==> src/hw/rtl/sbus_frame_decoder_core_macros.svh <==
// Assertion macros shared by the SBUS frame decoder RTL
`ifndef SBUS_FRAME_DECODER_CORE_MACROS_SVH
`define SBUS_FRAME_DECODER_CORE_MACROS_SVH

`ifndef NO_ASSERTIONS
// same-cycle implication
`define SFD_ASSERT_IMP(lbl, ante, cons, msg) \
  lbl: assert property (@(posedge clk) disable iff (rst) (ante) |-> (cons)) \
    else $error(msg);
// next-cycle implication
`define SFD_ASSERT_NXT(lbl, ante, cons, msg) \
  lbl: assert property (@(posedge clk) disable iff (rst) (ante) |=> (cons)) \
    else $error(msg);
`else
`define SFD_ASSERT_IMP(lbl, ante, cons, msg)
`define SFD_ASSERT_NXT(lbl, ante, cons, msg)
`endif

`endif

==> src/hw/rtl/sfd_pkg.sv <==
// Types, constants and helpers for the SBUS frame decoder
package sfd_pkg;

  localparam int FRAME_BYTES     = 25;
  localparam int ANALOG_CHANNELS = 16;
  localparam int CH_BITS         = 11;

  localparam logic [7:0]  SYNC_BYTE       = 8'h0F;
  localparam logic [4:0]  FLAG_ADDR       = 5'd23;
  localparam logic [4:0]  FIRST_DATA_ADDR = 5'd1;
  localparam logic [4:0]  FRAME_LEN       = 5'(FRAME_BYTES);
  localparam logic [4:0]  LAST_POS        = 5'(FRAME_BYTES - 1);
  localparam logic [4:0]  LAST_ANALOG_IDX = 5'(ANALOG_CHANNELS - 1);
  localparam logic [4:0]  LAST_IDX        = 5'(ANALOG_CHANNELS + 1);
  localparam logic [3:0]  LAST_CH_BIT     = 4'(CH_BITS - 1);
  localparam logic [10:0] DIGITAL_HIGH    = 11'd1800;
  localparam logic [10:0] DIGITAL_LOW     = 11'd1200;
  localparam logic [11:0] ADJUST_OFFSET   = 12'd875;
  localparam int          FS_BIT          = 3;

  typedef logic [4:0]  addr_t;
  typedef logic [4:0]  idx_t;
  typedef logic [10:0] val_t;
  typedef logic [11:0] adj_t;

  typedef enum logic [2:0] {
    ST_IDLE,
    ST_FLAG_RD,
    ST_FLAG_CAP,
    ST_FETCH,
    ST_FILL,
    ST_SHIFT,
    ST_EMIT
  } unpack_state_t;

  typedef struct packed {
    logic  en;
    addr_t addr;
  } rd_req_t;

  typedef struct packed {
    logic  start;
    addr_t pos;
  } store_stat_t;

  typedef struct packed {
    logic valid;
    idx_t index;
    val_t value;
    logic fail_safe;
    logic last;
  } result_t;

  // v*10/16 + 875, as (8v + 2v) >> 4
  function automatic adj_t adjust(input val_t v);
    logic [14:0] prod;
    prod = ({4'b0, v} << 3) + ({4'b0, v} << 1);
    return {1'b0, prod[14:4]} + ADJUST_OFFSET;
  endfunction

endpackage

==> src/hw/rtl/sfd_frame_store.sv <==
// Frame byte store: byte position tracking and the 25-byte frame memory
module sfd_frame_store (
  input  logic                 clk,
  input  logic                 rst,
  input  logic                 wr_accept,
  input  logic [7:0]           wr_byte,
  input  sfd_pkg::rd_req_t     rd,
  output logic [7:0]           rd_data,
  output sfd_pkg::store_stat_t stat
);

  logic [7:0]     mem [sfd_pkg::FRAME_BYTES];
  sfd_pkg::addr_t pos;
  sfd_pkg::addr_t pos_eff;
  logic           start;

  // sync byte restarts the frame
  assign pos_eff = (wr_byte == sfd_pkg::SYNC_BYTE) ? '0 : pos;

  always_ff @(posedge clk) begin
    if (rst) begin
      pos   <= '0;
      start <= 1'b0;
    end else begin
      start <= 1'b0;
      if (wr_accept && (pos_eff < sfd_pkg::FRAME_LEN)) begin
        pos   <= pos_eff + 5'd1;
        start <= (pos_eff == sfd_pkg::LAST_POS);
      end
    end
  end

  always_ff @(posedge clk) begin
    if (wr_accept && (pos_eff < sfd_pkg::FRAME_LEN)) begin
      mem[pos_eff] <= wr_byte;
    end
  end

  always_ff @(posedge clk) begin
    if (rd.en) begin
      rd_data <= mem[rd.addr];
    end
  end

  assign stat.start = start;
  assign stat.pos   = pos;

endmodule

==> src/hw/rtl/sfd_unpack.sv <==
// Bit-serial channel unpacker: walks the frame bits LSB first into 11-bit channels
module sfd_unpack (
  input  logic             clk,
  input  logic             rst,
  input  logic             start,
  input  logic [7:0]       rd_data,
  output sfd_pkg::rd_req_t rd,
  output sfd_pkg::result_t res,
  input  logic             res_ready,
  output logic             busy
);

  sfd_pkg::unpack_state_t state, state_next;
  sfd_pkg::val_t          ch_sr, ch_sr_next;
  logic [7:0]             byte_sr, byte_sr_next;
  logic [2:0]             bit_cnt, bit_cnt_next;
  logic [3:0]             ch_bit, ch_bit_next;
  sfd_pkg::idx_t          ch_idx, ch_idx_next;
  sfd_pkg::addr_t         byte_addr, byte_addr_next;
  logic                   need_fetch, need_fetch_next;
  logic                   dig0, dig0_next;
  logic                   dig1, dig1_next;
  logic                   fs, fs_next;
  logic                   dig_bit;

  always_ff @(posedge clk) begin
    if (rst) begin
      state <= sfd_pkg::ST_IDLE;
    end else begin
      state <= state_next;
    end
  end

  always_ff @(posedge clk) begin
    ch_sr      <= ch_sr_next;
    byte_sr    <= byte_sr_next;
    bit_cnt    <= bit_cnt_next;
    ch_bit     <= ch_bit_next;
    ch_idx     <= ch_idx_next;
    byte_addr  <= byte_addr_next;
    need_fetch <= need_fetch_next;
    dig0       <= dig0_next;
    dig1       <= dig1_next;
    fs         <= fs_next;
  end

  // flag bit for the digital channel that follows the current one
  assign dig_bit = (ch_idx == sfd_pkg::LAST_ANALOG_IDX) ? dig0 : dig1;

  always_comb begin
    state_next      = state;
    ch_sr_next      = ch_sr;
    byte_sr_next    = byte_sr;
    bit_cnt_next    = bit_cnt;
    ch_bit_next     = ch_bit;
    ch_idx_next     = ch_idx;
    byte_addr_next  = byte_addr;
    need_fetch_next = need_fetch;
    dig0_next       = dig0;
    dig1_next       = dig1;
    fs_next         = fs;
    rd.en           = 1'b0;
    rd.addr         = byte_addr;
    unique case (state)
      sfd_pkg::ST_IDLE: begin
        if (start) begin
          state_next = sfd_pkg::ST_FLAG_RD;
        end
      end
      sfd_pkg::ST_FLAG_RD: begin
        rd.en      = 1'b1;
        rd.addr    = sfd_pkg::FLAG_ADDR;
        state_next = sfd_pkg::ST_FLAG_CAP;
      end
      sfd_pkg::ST_FLAG_CAP: begin
        dig0_next      = rd_data[0];
        dig1_next      = rd_data[1];
        fs_next        = rd_data[sfd_pkg::FS_BIT];
        byte_addr_next = sfd_pkg::FIRST_DATA_ADDR;
        ch_idx_next    = '0;
        ch_bit_next    = '0;
        state_next     = sfd_pkg::ST_FETCH;
      end
      sfd_pkg::ST_FETCH: begin
        rd.en          = 1'b1;
        byte_addr_next = byte_addr + 5'd1;
        state_next     = sfd_pkg::ST_FILL;
      end
      sfd_pkg::ST_FILL: begin
        byte_sr_next = rd_data;
        bit_cnt_next = '0;
        state_next   = sfd_pkg::ST_SHIFT;
      end
      sfd_pkg::ST_SHIFT: begin
        ch_sr_next   = {byte_sr[0], ch_sr[10:1]};
        byte_sr_next = {1'b0, byte_sr[7:1]};
        bit_cnt_next = bit_cnt + 3'd1;
        if (ch_bit == sfd_pkg::LAST_CH_BIT) begin
          ch_bit_next     = '0;
          need_fetch_next = (bit_cnt == 3'd7);
          state_next      = sfd_pkg::ST_EMIT;
        end else begin
          ch_bit_next = ch_bit + 4'd1;
          if (bit_cnt == 3'd7) begin
            state_next = sfd_pkg::ST_FETCH;
          end
        end
      end
      sfd_pkg::ST_EMIT: begin
        if (res_ready) begin
          if (ch_idx == sfd_pkg::LAST_IDX) begin
            state_next = sfd_pkg::ST_IDLE;
          end else begin
            ch_idx_next = ch_idx + 5'd1;
            if (ch_idx >= sfd_pkg::LAST_ANALOG_IDX) begin
              // digital channels need no bits from the frame
              ch_sr_next = dig_bit ? sfd_pkg::DIGITAL_HIGH : sfd_pkg::DIGITAL_LOW;
            end else if (need_fetch) begin
              state_next = sfd_pkg::ST_FETCH;
            end else begin
              state_next = sfd_pkg::ST_SHIFT;
            end
          end
        end
      end
      default: begin
        state_next = sfd_pkg::ST_IDLE;
      end
    endcase
  end

  assign res.valid     = (state == sfd_pkg::ST_EMIT);
  assign res.index     = ch_idx;
  assign res.value     = ch_sr;
  assign res.fail_safe = fs;
  assign res.last      = (ch_idx == sfd_pkg::LAST_IDX);
  assign busy          = (state != sfd_pkg::ST_IDLE);

endmodule

==> src/hw/rtl/sbus_frame_decoder_core.sv <==
// SBUS frame decoder top level: byte store, serial unpacker and output register
//
// channel  dir  tdata fields (lsb first)                        sideband
// s_axis   in   rx_byte[7:0]                                    -
// m_axis   out  channel_index[4:0] channel_value[15:5]          tuser = fail_safe
//               adjusted_value[27:16] zero[31:28]               tlast = last_of_frame
//
// A byte that does not complete a frame leaves s_tready high.
// The frame-ending byte holds input off through the decode: the start, the flag byte
// read, a fetch of each data byte from the frame memory, a shift of each channel bit
// through the serial unpacker, and the emission of each result.
// Input is held off while a frame decodes; m_tready low holds the unpacker.
// rst is synchronous; the frame memory is not cleared.
`include "sbus_frame_decoder_core_macros.svh"

module sbus_frame_decoder_core (
  input  logic        clk,
  input  logic        rst,
  input  logic        s_tvalid,
  output logic        s_tready,
  input  logic [7:0]  s_tdata,   // rx_byte[7:0]
  output logic        m_tvalid,
  input  logic        m_tready,
  output logic [31:0] m_tdata,   // channel_index, channel_value, adjusted_value
  output logic        m_tuser,   // fail_safe
  output logic        m_tlast
);

  sfd_pkg::rd_req_t     rd;
  logic [7:0]           rd_data;
  sfd_pkg::store_stat_t stat;
  sfd_pkg::result_t     res;
  logic                 res_ready;
  logic                 busy;
  logic                 in_accept;

  sfd_pkg::idx_t        out_index;
  sfd_pkg::val_t        out_value;
  sfd_pkg::adj_t        out_adj;
  logic                 out_fs;
  logic                 out_last;
  logic                 out_valid;

  assign s_tready  = !busy && !stat.start;
  assign in_accept = s_tvalid && s_tready;

  sfd_frame_store u_store (
    .clk       (clk),
    .rst       (rst),
    .wr_accept (in_accept),
    .wr_byte   (s_tdata),
    .rd        (rd),
    .rd_data   (rd_data),
    .stat      (stat)
  );

  sfd_unpack u_unpack (
    .clk       (clk),
    .rst       (rst),
    .start     (stat.start),
    .rd_data   (rd_data),
    .rd        (rd),
    .res       (res),
    .res_ready (res_ready),
    .busy      (busy)
  );

  assign res_ready = !out_valid || m_tready;

  always_ff @(posedge clk) begin
    if (rst) begin
      out_valid <= 1'b0;
    end else if (res_ready) begin
      out_valid <= res.valid;
    end
  end

  always_ff @(posedge clk) begin
    if (res_ready && res.valid) begin
      out_index <= res.index;
      out_value <= res.value;
      out_adj   <= sfd_pkg::adjust(res.value);
      out_fs    <= res.fail_safe;
      out_last  <= res.last;
    end
  end

  assign m_tvalid = out_valid;
  assign m_tdata  = {4'b0000, out_adj, out_value, out_index};
  assign m_tuser  = out_fs;
  assign m_tlast  = out_last;

  `SFD_ASSERT_IMP(a_last_index, m_tvalid && m_tlast, m_tdata[4:0] == sfd_pkg::LAST_IDX, "last result carries wrong channel index")
  `SFD_ASSERT_IMP(a_busy_full_frame, busy || stat.start, stat.pos == sfd_pkg::FRAME_LEN, "decode running without a full frame")
  `SFD_ASSERT_NXT(a_start_decodes, stat.start, busy, "frame completion did not start a decode")

endmodule
==> config.mk <==
export PLATFORM = sky130hd
export DESIGN_NAME = sbus_frame_decoder_core
export DESIGN_NICKNAME = d
export VERILOG_FILES = /design/src/hw/rtl/sfd_pkg.sv /design/src/hw/rtl/sfd_frame_store.sv /design/src/hw/rtl/sfd_unpack.sv /design/src/hw/rtl/sbus_frame_decoder_core.sv
export VERILOG_INCLUDE_DIRS = /design/src /design/src/hw/rtl
export SDC_FILE = /design/constraint.sdc
export NUM_CORES = 1
export LEC_CHECK = 0
export BUFFER_PORTS_ARGS = -buffer_cell sky130_fd_sc_hd__buf_2
export CORE_MARGIN = 2
export CORE_UTILIZATION = 40
export CTS_BUF_LIST = sky130_fd_sc_hd__clkbuf_8
export CTS_CLUSTER_DIAMETER = 100
export CTS_CLUSTER_SIZE = 25
export DETAILED_ROUTE_END_ITERATION = 10
export PLACE_DENSITY = 0.61
export SKIP_CTS_REPAIR_TIMING = 1
export SLEW_MARGIN = 20
export SYNTH_ARGS = -nofsm -noshare
export SYNTH_HDL_FRONTEND = slang
export SYNTH_SLANG_ARGS = --single-unit
==> constraint.sdc <==
create_clock -name clk -period 2.6 [get_ports clk]
set_input_delay 0.39 -clock clk [delete_from_list [all_inputs] [get_ports clk]]
set_output_delay 0.39 -clock clk [all_outputs]
set_load 0.02 [all_outputs]
# Yosys cells after proc, flatten, opt, wreduce, memory -nomap -nowiden

Memories as Yosys holds them, arrays and structs flattened. A register that Yosys moved wholly into a read port is not among the register bits.
Index checks and enable logic that the tools add are counted.

Register bits after elaboration: 80
Bits in latches: 0
Memory bits (writable): 200
Memory bits (read-only): 0
Input bits: 12
Output and inout port bits: 36
Logic and storage cells: 96
Memories: 1

Memory list:

| memory      | words | bits a word | rd ports | clocked after Yosys merged registers in | write ports | line                  | text |
|---|---|---|---|---|---|---|---|
| u_store.mem | 25    | 8           | 1        | 1                                       | 1           | sfd_frame_store.sv:12 | `logic [7:0] mem [sfd_pkg::FRAME_BYTES];` |

Add/subtract/negate cells: 7
Multiply operators: 0
Div/mod/pow operators: 0
$lt $le $gt $ge: 2
Equal/unequal tests: 18
Shifts and indexed selects: 0
Muxes and demuxes: 27
Bitwise gates (word level): 1
Reductions and logical operators: 21

Operators by type and width:

| cell                                                 | count |
|---|---|
| 2-to-1 mux 11 bit                                    | 3 |
| one-hot mux 11 bit (2 select lines)                  | 1 |
| 2-to-1 mux 3 bit                                     | 7 |
| one-hot mux 3 bit (7 select lines)                   | 1 |
| 2-to-1 mux 5 bit                                     | 4 |
| one-hot mux 5 bit (2 select lines)                   | 2 |
| one-hot mux 8 bit (2 select lines)                   | 1 |
| adder 14 x 12 -> 15 bit                              | 1 |
| adder 5 x 1 -> 5 bit (second input constant)         | 3 |
| adder 11 x 10 -> 12 bit (second input constant)      | 1 |
| equality test 3 bit (second input constant)          | 4 |
| equality test 5 bit (second input constant)          | 2 |
| 2-to-1 mux 10 bit                                    | 1 |
| nonzero test 2 bit                                   | 5 |
| equality test 8 x 4 -> 1 bit (second input constant) | 1 |
| one-hot mux 4 bit (2 select lines)                   | 1 |
| AND reduction 4 bit                                  | 2 |
| equality test 3 x 2 -> 1 bit (second input constant) | 2 |
| one-hot mux 3 bit (2 select lines)                   | 1 |
| equality test 5 x 4 -> 1 bit (second input constant) | 1 |
| >= comparator 5 x 4 -> 1 bit (second input constant) | 1 |
| < comparator 5 bit (second input constant)           | 1 |
| adder 4 x 1 -> 4 bit (second input constant)         | 1 |
| equality test 4 bit (second input constant)          | 1 |
| other kinds (17)                                     | 28 |

# Depth between registers and ports, before layout

Gate-level depths: netlist of run 1.

Depth in word-level cells: 7
Mapped depth: 9
Gate-level depth less buffers: 9

# Cells and area by module

A second synthesis of run 1 with hierarchy kept.

Cells, all modules: 801
Area total of the unflattened synthesis: 12458.2 um^2

By module, submodules not included:

| module                  | instances | cells an instance | area an instance (um^2) | seq. area each (um^2) |
|---|---|---|---|---|
| sfd_frame_store         | 1         | 502               | 8660.8                  | 6366.1 |
| sfd_unpack              | 1         | 164               | 2119.5                  | 1261.2 |
| sbus_frame_decoder_core | 1         | 135               | 1677.9                  | 920.9 |

# Worst setup path before layout of run 1

Ideal clock, no wire load.

Path type: input to register
From: in s_tdata[5]
To: mem u_store.mem[24][0], enable pin
Setup time: 0.383 ns
Arrival time: 2.440 ns
Required time: 2.217 ns
Slack: -0.223 ns
Stages: 7
Buffers on the path: 0
Path through: or4_1 > or2_2 > and2_1 > inv_1 > ha_1 > nand2_1 > nor3_1

Word-level cells in the longest chain between the ends: 6

Ends and longest elaborated chain:

| element                                | line                          | text |
|---|---|---|
| start, declared                        | sbus_frame_decoder_core.sv:21 | `input logic [7:0] s_tdata,` |
| equality test 8 x 4 -> 1 bit *         | sfd_frame_store.sv:18         | `assign pos_eff = (wr_byte == sfd_pkg::SYNC_BYTE) ? '0 : pos;` |
| 2-to-1 mux 5 bit *                     | sfd_frame_store.sv:18         |  |
| < comparator 5 bit                     | sfd_frame_store.sv:34         | `if (wr_accept && (pos_eff < sfd_pkg::FRAME_LEN)) begin` |
| logical AND 1 bit                      | sfd_frame_store.sv:34         |  |
| 2-to-1 mux 1 bit                       | sfd_frame_store.sv:34         |  |
| 2-to-1 mux 1 bit (not written as such) | sfd_frame_store.sv:35         | `mem[pos_eff] <= wr_byte;` |
| end, declared                          | sfd_frame_store.sv:12         |  |

Every way passes the cells marked *; elsewhere a longest branch is shown, timed or not.

# Worst setup path in the final report of run 1

From: reg u_unpack.ch_sr[2]
To: reg out_adj[10], data pin

Word-level cells in the longest chain between the ends: 2

Ends and longest elaborated chain:

| element                 | line                          | text |
|---|---|---|
| start, declared         | sfd_unpack.sv:14              | `sfd_pkg::val_t ch_sr, ch_sr_next;` |
| start signal, assigned  | sfd_unpack.sv:35              | `ch_sr <= ch_sr_next;` |
| adder 14 x 12 -> 15 bit | sfd_pkg.sv:57                 | `prod = ({4'b0, v} << 3) + ({4'b0, v} << 1);` |
| adder 11 x 10 -> 12 bit | sfd_pkg.sv:58                 | `return {1'b0, prod[14:4]} + ADJUST_OFFSET;` |
| end signal, assigned    | sbus_frame_decoder_core.sv:82 | `out_adj <= sfd_pkg::adjust(res.value);` |
| end, declared           | sbus_frame_decoder_core.sv:39 | `sfd_pkg::adj_t out_adj;` |

Every way passes these cells.
A chain may end at the register's enable or synchronous reset.

==> metrics.csv, run 1 <==
stage;metric;value;unit
outcome;outcome;complete, no violations;
die;io pins;48;
synth;Synth Flop Type;edfxtp_1;
cts;CTS H-tree lvls;1;
cts;Worst-path clk slew;150;ps
cts;clock sinks;288;
die;Cell Rows;64;
route;DR vias;7364;
placed_design;global placer's final weighted congestion;0.828;
power;maximum VDD drop;526;uV
critical_path;Crit Path Class;reg -> reg;
synth;synth top area cells;edfxtp_1, mux2_2, nand2_1, ha_1, nor2_1;
route;drc violations;0;
cells_and_area;Total Nets Final;990;
global_routing;first-pass GRT wire length;42200;um
route;DRT Pass-1 Iters;6;
cts;CTS Buffer Depth;3;
synth;ys async rst share;0;%
timing;RSZ-0062 raised after global routing;true;
timing;period utilization;98.4;%
synth;mapped cell area;12500;sq um
die;Initial Utilization;40.6;%
global_routing;largest net degree at the start of global routing;51;
die;die height;180;um
timing;crit path time final;2560;ps
die;Die W;180;um
route;remaining antenna violation count;0;
global_routing;Congestion Overflow GR;0;
power;leakage;4.74;nW
critical_path;Buf/Inv on CP;2;
placed_design;IO Port Bufs;43;
critical_path;CP max stage delay;450;ps
timing;slew at the pin closest to its max-slew limit;774;ps
global_routing;vias in the first global route;7373;
critical_path;Worst EP required;3010;ps
cts;Inserted Clock Buffers;15;
placed_design;post-DP HPWL;18300;um
route;drt via density;5.41;
power;power per standard cell area;592;nW/um^2
route;initial DRC count;603;
cells_and_area;# diodes;0;
timing;final hold slack;230;ps
cells_and_area;Finished Cell Area;14000;sq um
cells_and_area;proportion of layout cells with a drive suffix above 1;23.3;%
timing;fmax;391;MHz
timing;Final Hold Fails;0;
synth;total number of yosys warnings;0;
critical_path;Crit. End Element;flip-flop;
placed_design;area post-placement;13600;sq um
critical_path;CP delay by family, top;compound AO/OA/AOI/OAI gates;
synth;#FFs+latches synth;288;
critical_path;worst-path cell chain;and2_4 > fa_2 > a21o_1 > buf_4 > a31oi_4 > o311ai_4 > buf_6 > or3_4 > a22oi_2;
timing;Setup-failing EPs final;0;
synth;Synth Instances;868;
cts;root buf cell;clkbuf_8;
synth;synth cell count leaders;edfxtp_1, nand2_1, nor2_1;
synth;top cell type's share of synthesized area;67.0;%
synth;Avg Inst Size Synth;14.4;sq um
route;drt wl/cell;20.4;um
hold_path;Hold Crit Class;in -> reg;
timing;Slew Limit Fails;0;
critical_path;Worst Path Max Fanout;4;
synth;post-synthesis sequential area ratio;68.6;%
timing;slew margin rel.;48.4;%
synth;area leader, netlist;edfxtp_1;
synth;number of distinct library cells after synthesis;64;
die;DIE AREA;32600;sq um
critical_path;Critical Path AT;2970;ps
timing;worst clock skew;38.3;ps
route;drt total wl;27700;um
synth;EDFF count, synth;278;
critical_path;internal reg-to-reg setup slack;40;ps
global_routing;Global Route Usage Sum;16.6;%
die;Placeable Area;30700;sq um
synth;count leader, synth;edfxtp_1;
critical_path;Worst setup SP type;flip-flop;
cts;worst-skew pair later-pin latency;560;ps
critical_path;CP max stage cell;edfxtp_1;
power;overall power;8.28;mW
cells_and_area;synthesis-to-finish area growth;12.3;%
cells_and_area;Fill cells;2724;
job;Max-Cap Viols;0;
cts;CTS tree;built;
global_routing;initial antenna violation count;0;
layout by cell type, fill, tap and decap left out, types with 4 or more instances in the layout:
| master | netlist | layout |
|---|---|---|
| ha_1 | 21 | 17 |
| a21o_1 | 4 | 4 |
| or3_1 | 5 | 4 |
| nand2b_1 | 6 | 6 |
| buf_4 | 7 | 74 |
| a211oi_1 | 28 | 25 |
| inv_1 | 16 | 24 |
| mux2_2 | 46 | 46 |
| o21ai_0 | 6 | 5 |
| nand3b_1 | 4 | 4 |
| nor4_1 | 4 | 4 |
| or2_2 | 4 | 5 |
| buf_12 | 0 | 4 |
| and3_1 | 6 | 6 |
| dfxtp_1 | 10 | 10 |
| xnor2_1 | 9 | 9 |
| nand2_1 | 75 | 75 |
| o21a_1 | 28 | 28 |
| buf_2 | 19 | 43 |
| conb_1 | 1 | 4 |
| and2_1 | 10 | 9 |
| nor2b_1 | 4 | 4 |
| mux2_1 | 10 | 10 |
| o221ai_1 | 25 | 25 |
| xor2_1 | 7 | 7 |
| a21oi_1 | 30 | 29 |
| a31oi_1 | 10 | 9 |
| a211o_1 | 9 | 9 |
| nor2_1 | 68 | 65 |
| edfxtp_1 | 278 | 278 |
| a311o_1 | 25 | 25 |
| nand3_1 | 12 | 11 |
| clkbuf_8 | 0 | 15 |
path summary, 6_finish.rpt:
path | endpoint | startpoint | cells past startpoint
hold / removal | m_tvalid$_SDFFE_PP0P_ | m_tready | 3
setup reg to reg | out_adj[10]$_DFFE_PP_ | u_unpack.ch_sr[2]$_SDFFCE_PP0P_ | 9
hold reg to reg | m_tuser$_DFFE_PP_ | u_unpack.fs$_DFFE_PP_ | 0
setup / recovery | out_adj[10]$_DFFE_PP_ | u_unpack.ch_sr[2]$_SDFFCE_PP0P_ | 9
sequential cells by signal, indices dropped and copies added, names as in the netlist, 5 cells and up:
name	flops
u_unpack.ch_idx	5
u_store.pos	5
out_index	5
u_store.rd_data	8
u_unpack.byte_sr	8
u_unpack.ch_sr	11
u_unpack.byte_addr	5
out_value	11
u_store.mem	200
out_adj	12
where the power goes:
part | total, mW | leakage, nW | switching, mW | internal (mW)
clock | 1.91 | 0.161 | 1.35 | 0.567
combinational | 1.09 | 2.00 | 0.673 | 0.414
sequential | 5.28 | 2.58 | 0.0494 | 5.23
routing by layer:
metal	global-route usage [%]	share of wire [%]	vias up
li1	-	-	3516
met1	21.2	42	3650
met2	29.8	51	160
met3	2.14	4.5	38
met4	4.55	2.1	0
met5	0	0	-
through the flow:
step	cells	util, %	setup TNS [ps]	setup WS, ps
2_1_floorplan	871	-	0	15.1
3_3_place_gp	1331	44.2	-14630	-172
3_5_place_dp	1331	44.2	-22170	-230
4_1_cts	1357	45.0	-307	-108
5_1_grt	1361	45.6	-62.3	-49.0
6_report	1361	45.6	0	41.4
logic make-up after synthesis:
| kind of cell | after synthesis | synth area share (%) |
|---|---|---|
| DFF | 288 | 68.6 |
| and+or+nand+nor | 218 | 8.23 |
| adders and majority gates | 22 | 2.27 |
| AOI/OAI and AO/OA | 193 | 11.8 |
| buffers and inverters | 71 | 2.66 |
| other | 1 | 0.0301 |
| xor gates and xnor gates | 16 | 1.12 |
| muxes | 59 | 5.30 |
area by class of cell:
type / count / area, sq um / share of cell area (%)
Clock inverter: 11 / 53.8 / 0.385
Timing Repair Buffer: 123 / 873 / 6.24
Inverter: 16 / 60.1 / 0.429
Tap cell: 396 / 495 / 3.54
Clock buffer: 15 / 206 / 1.48
Multi-Input combinational cell: 512 / 3750 / 26.8
Sequential cell: 288 / 8550 / 61.1
worst reg2reg max path: stages (launching register included):
cell      delay (ps)
edfxtp_1         450
and2_4           190
fa_2             410
a21o_1           200
buf_4            150
a31oi_4          200
o311ai_4         120
buf_6            160
or3_4            370
a22oi_2          180
Note: power is estimated with default switching activity, not from simulation.
==> inputs of run 2 (changes only) <==
==> constraint.sdc (replaced) <==
create_clock -name clk -period 2.6 [get_ports clk]
set_input_delay 0.52 -clock clk [delete_from_list [all_inputs] [get_ports clk]]
set_output_delay 0.52 -clock clk [all_outputs]
set_load 0.02 [all_outputs]
==> run 2 against run 1 <==
Clock skew grew 19 ps. Combinational power is essentially flat. Maximum frequency grew 1.6%. Clock power is essentially flat. Global-route usage grew 0.25 points. Sequential share of layout area shrank 0.17 points. Worst hold slack gained 99 ps. Cell area grew 0.28%. Final cell count is the same. Register-to-register slack gained 40 ps. Critical path type unchanged. Largest cell class unchanged. Highest routed layer unchanged.
==> metrics.csv, run 2 (synthesized netlist as in run 1, its figures left out) <==
stage;metric;value;unit;change
timing;worst clock skew;56.9;ps;+18.6 ps
cells_and_area;most common cell after layout, fill and taps aside;edfxtp_1;;
die;DIE AREA;32600;sq um;unchanged
cells_and_area;top flop regs;u_store.mem x200, out_adj x12;;
route;DR vias;7416;;+0.71%
global_routing;busiest grt layer;met2;;
die;Cell Rows;64;;unchanged
power;maximum VDD drop;478;uV;-9.1%
route;DRT Pass-1 Iters;5;;-1
timing;Setup-failing EPs final;0;;unchanged
die;Die W;180;um;unchanged
critical_path;Worst Path Max Fanout;48;;+44
timing;crit path time final;2520;ps;-41.0 ps
global_routing;vias in the first global route;7422;;+0.66%
global_routing;first-pass GRT wire length;42800;um;+1.5%
global_routing;Global Route Usage Sum;16.9;%;+0.25 points
route;drc violations;0;;unchanged
cells_and_area;max reg flops;200;;unchanged
critical_path;Worst EP required;2900;ps;-110 ps
cells_and_area;synthesis-to-finish area growth;12.6;%;
cts;CTS H-tree lvls;1;;unchanged
critical_path;Crit. End Element;flip-flop;;
global_routing;largest net degree at the start of global routing;49;;-3.9%
outcome;outcome;complete, no violations;;
global_routing;GR Util met3;1.58;%;-0.57 points
timing;slew margin rel.;45.5;%;-2.9 points
critical_path;Crit Path Class;reg -> reg;;
timing;Final Hold Fails;0;;unchanged
cells_and_area;fin util;45.7;%;+0.13 points
timing;period utilization;96.8;%;-1.6 points
die;io pins;48;;unchanged
route;initial DRC count;624;;+3.5%
cells_and_area;most frequent cells in the layout;edfxtp_1, nand2_1, buf_4;;
route;drt via density;5.45;;+0.71%
cells_and_area;# diodes;0;;unchanged
placed_design;IO Port Bufs;43;;unchanged
route;drt total wl;27300;um;-1.5%
placed_design;area post-placement;13700;sq um;+1.0%
power;power per standard cell area;591;nW/um^2;-0.20%
job;Max-Cap Viols;0;;unchanged
die;die height;180;um;unchanged
timing;Slew Limit Fails;0;;unchanged
cts;Worst-path clk slew;150;ps;about the same
cts;root buf cell;clkbuf_8;;
cts;worst-skew pair later-pin latency;570;ps;about the same
timing;slew at the pin closest to its max-slew limit;815;ps;+40.9 ps
timing;fmax;397;MHz;+1.6%
cts;clock sinks;288;;unchanged
route;drt wl/cell;20.1;um;-1.5%
global_routing;Congestion Overflow GR;0;;unchanged
timing;final setup TNS;0;ps;unchanged
cells_and_area;largest register by flop count;u_store.mem;;
die;Initial Utilization;40.6;%;unchanged
cts;CTS tree;built;;
cts;Inserted Clock Buffers;15;;unchanged
power;leakage;4.74;nW;about the same
global_routing;grt met1 use;22.4;%;+1.1 points
critical_path;Critical Path AT;2820;ps;-150 ps
cells_and_area;Total Nets Final;993;;+0.30%
cells_and_area;Finished Cell Area;14000;sq um;+0.28%
hold_path;Hold Crit Class;in -> reg;;
global_routing;initial antenna violation count;0;;unchanged
global_routing;GRT met2 Usage;29.2;%;-0.63 points
die;Placeable Area;30700;sq um;unchanged
placed_design;global placer's final weighted congestion;0.846;;+2.1%
cts;CTS Buffer Depth;3;;unchanged
route;remaining antenna violation count;0;;unchanged
cells_and_area;proportion of layout cells with a drive suffix above 1;23.5;%;+0.21 points
placed_design;post-DP HPWL;18400;um;+0.87%
critical_path;Worst setup SP type;flip-flop;;
==> run 2: cell types whose count changed in the layout (fill, tap and decap cells not counted), moves of 2 or more <==
cell      previous run  this run
a211oi_1            25        28
a211oi_2             3         0
buf_12               4        10
buf_6                2         0
inv_1               24        22
nor2_1              65        60
nor2_2               3         8
o221ai_1            25        22
o221ai_2             0         3
==> run 2: metal layers <==
| layer | up-vias | routed length [um] |
|---|---|---|
| li1 | 3532 | - |
| met5 | - | 0 |
| met4 | 0 | 952 |
| met2 | 198 | 13500 |
| met1 | 3644 | 11600 |
| met3 | 42 | 1220 |
==> run 2: cell type report <==
type,count,area [sq um]
fillers,2703,16600
repair buffers,126,963
clock buffers,15,206
well taps,396,495
inverters,16,60.1
flip-flops and latches,288,8550
clock inverters,8,46.3
multi-input cells,512,3710
==> run 2: final timing paths <==
path                                                     start                           end  slack [ps]  cells past startpoint
worst min-delay path                                       rst   u_store.pos[1]$_SDFFE_PP0P_         330                      2
worst max-delay path            u_unpack.state[2]$_SDFFE_PP0P_  u_store.rd_data[2]$_DFFE_PP_          80                      8
worst max register to register  u_unpack.state[2]$_SDFFE_PP0P_  u_store.rd_data[2]$_DFFE_PP_          80                      8
worst min register to register           u_unpack.fs$_DFFE_PP_             m_tuser$_DFFE_PP_         450                      0
==> run 2: stage by stage <==
step | total power, mW | setup WS (ps) | cells | hold slack (ps)
floorplan | 6.01 | -115 | 871 | 400
global placement | 6.48 | -297 | 1338 | 403
detailed placement | 6.49 | -353 | 1338 | 424
CTS | 8.34 | -33.9 | 1361 | 307
global route | 8.60 | -5.64 | 1361 | 334
finish | 8.29 | 82.4 | 1361 | 329
==> run 2: critical path, cell delays in order (launching register included) <==
cell and delay, ps:
dfxtp_1 380, nor3b_4 260, buf_12 230, nor2_2 70
buf_12 190, a211oi_1 430, a311o_1 200, a31oi_1 130
a211o_1 340
==> run 2: power breakdown <==
part	internal, mW	switching, mW
Clock	0.560	1.33
Combinational	0.441	0.675
Sequential	5.23	0.0482
Total	6.23	2.06
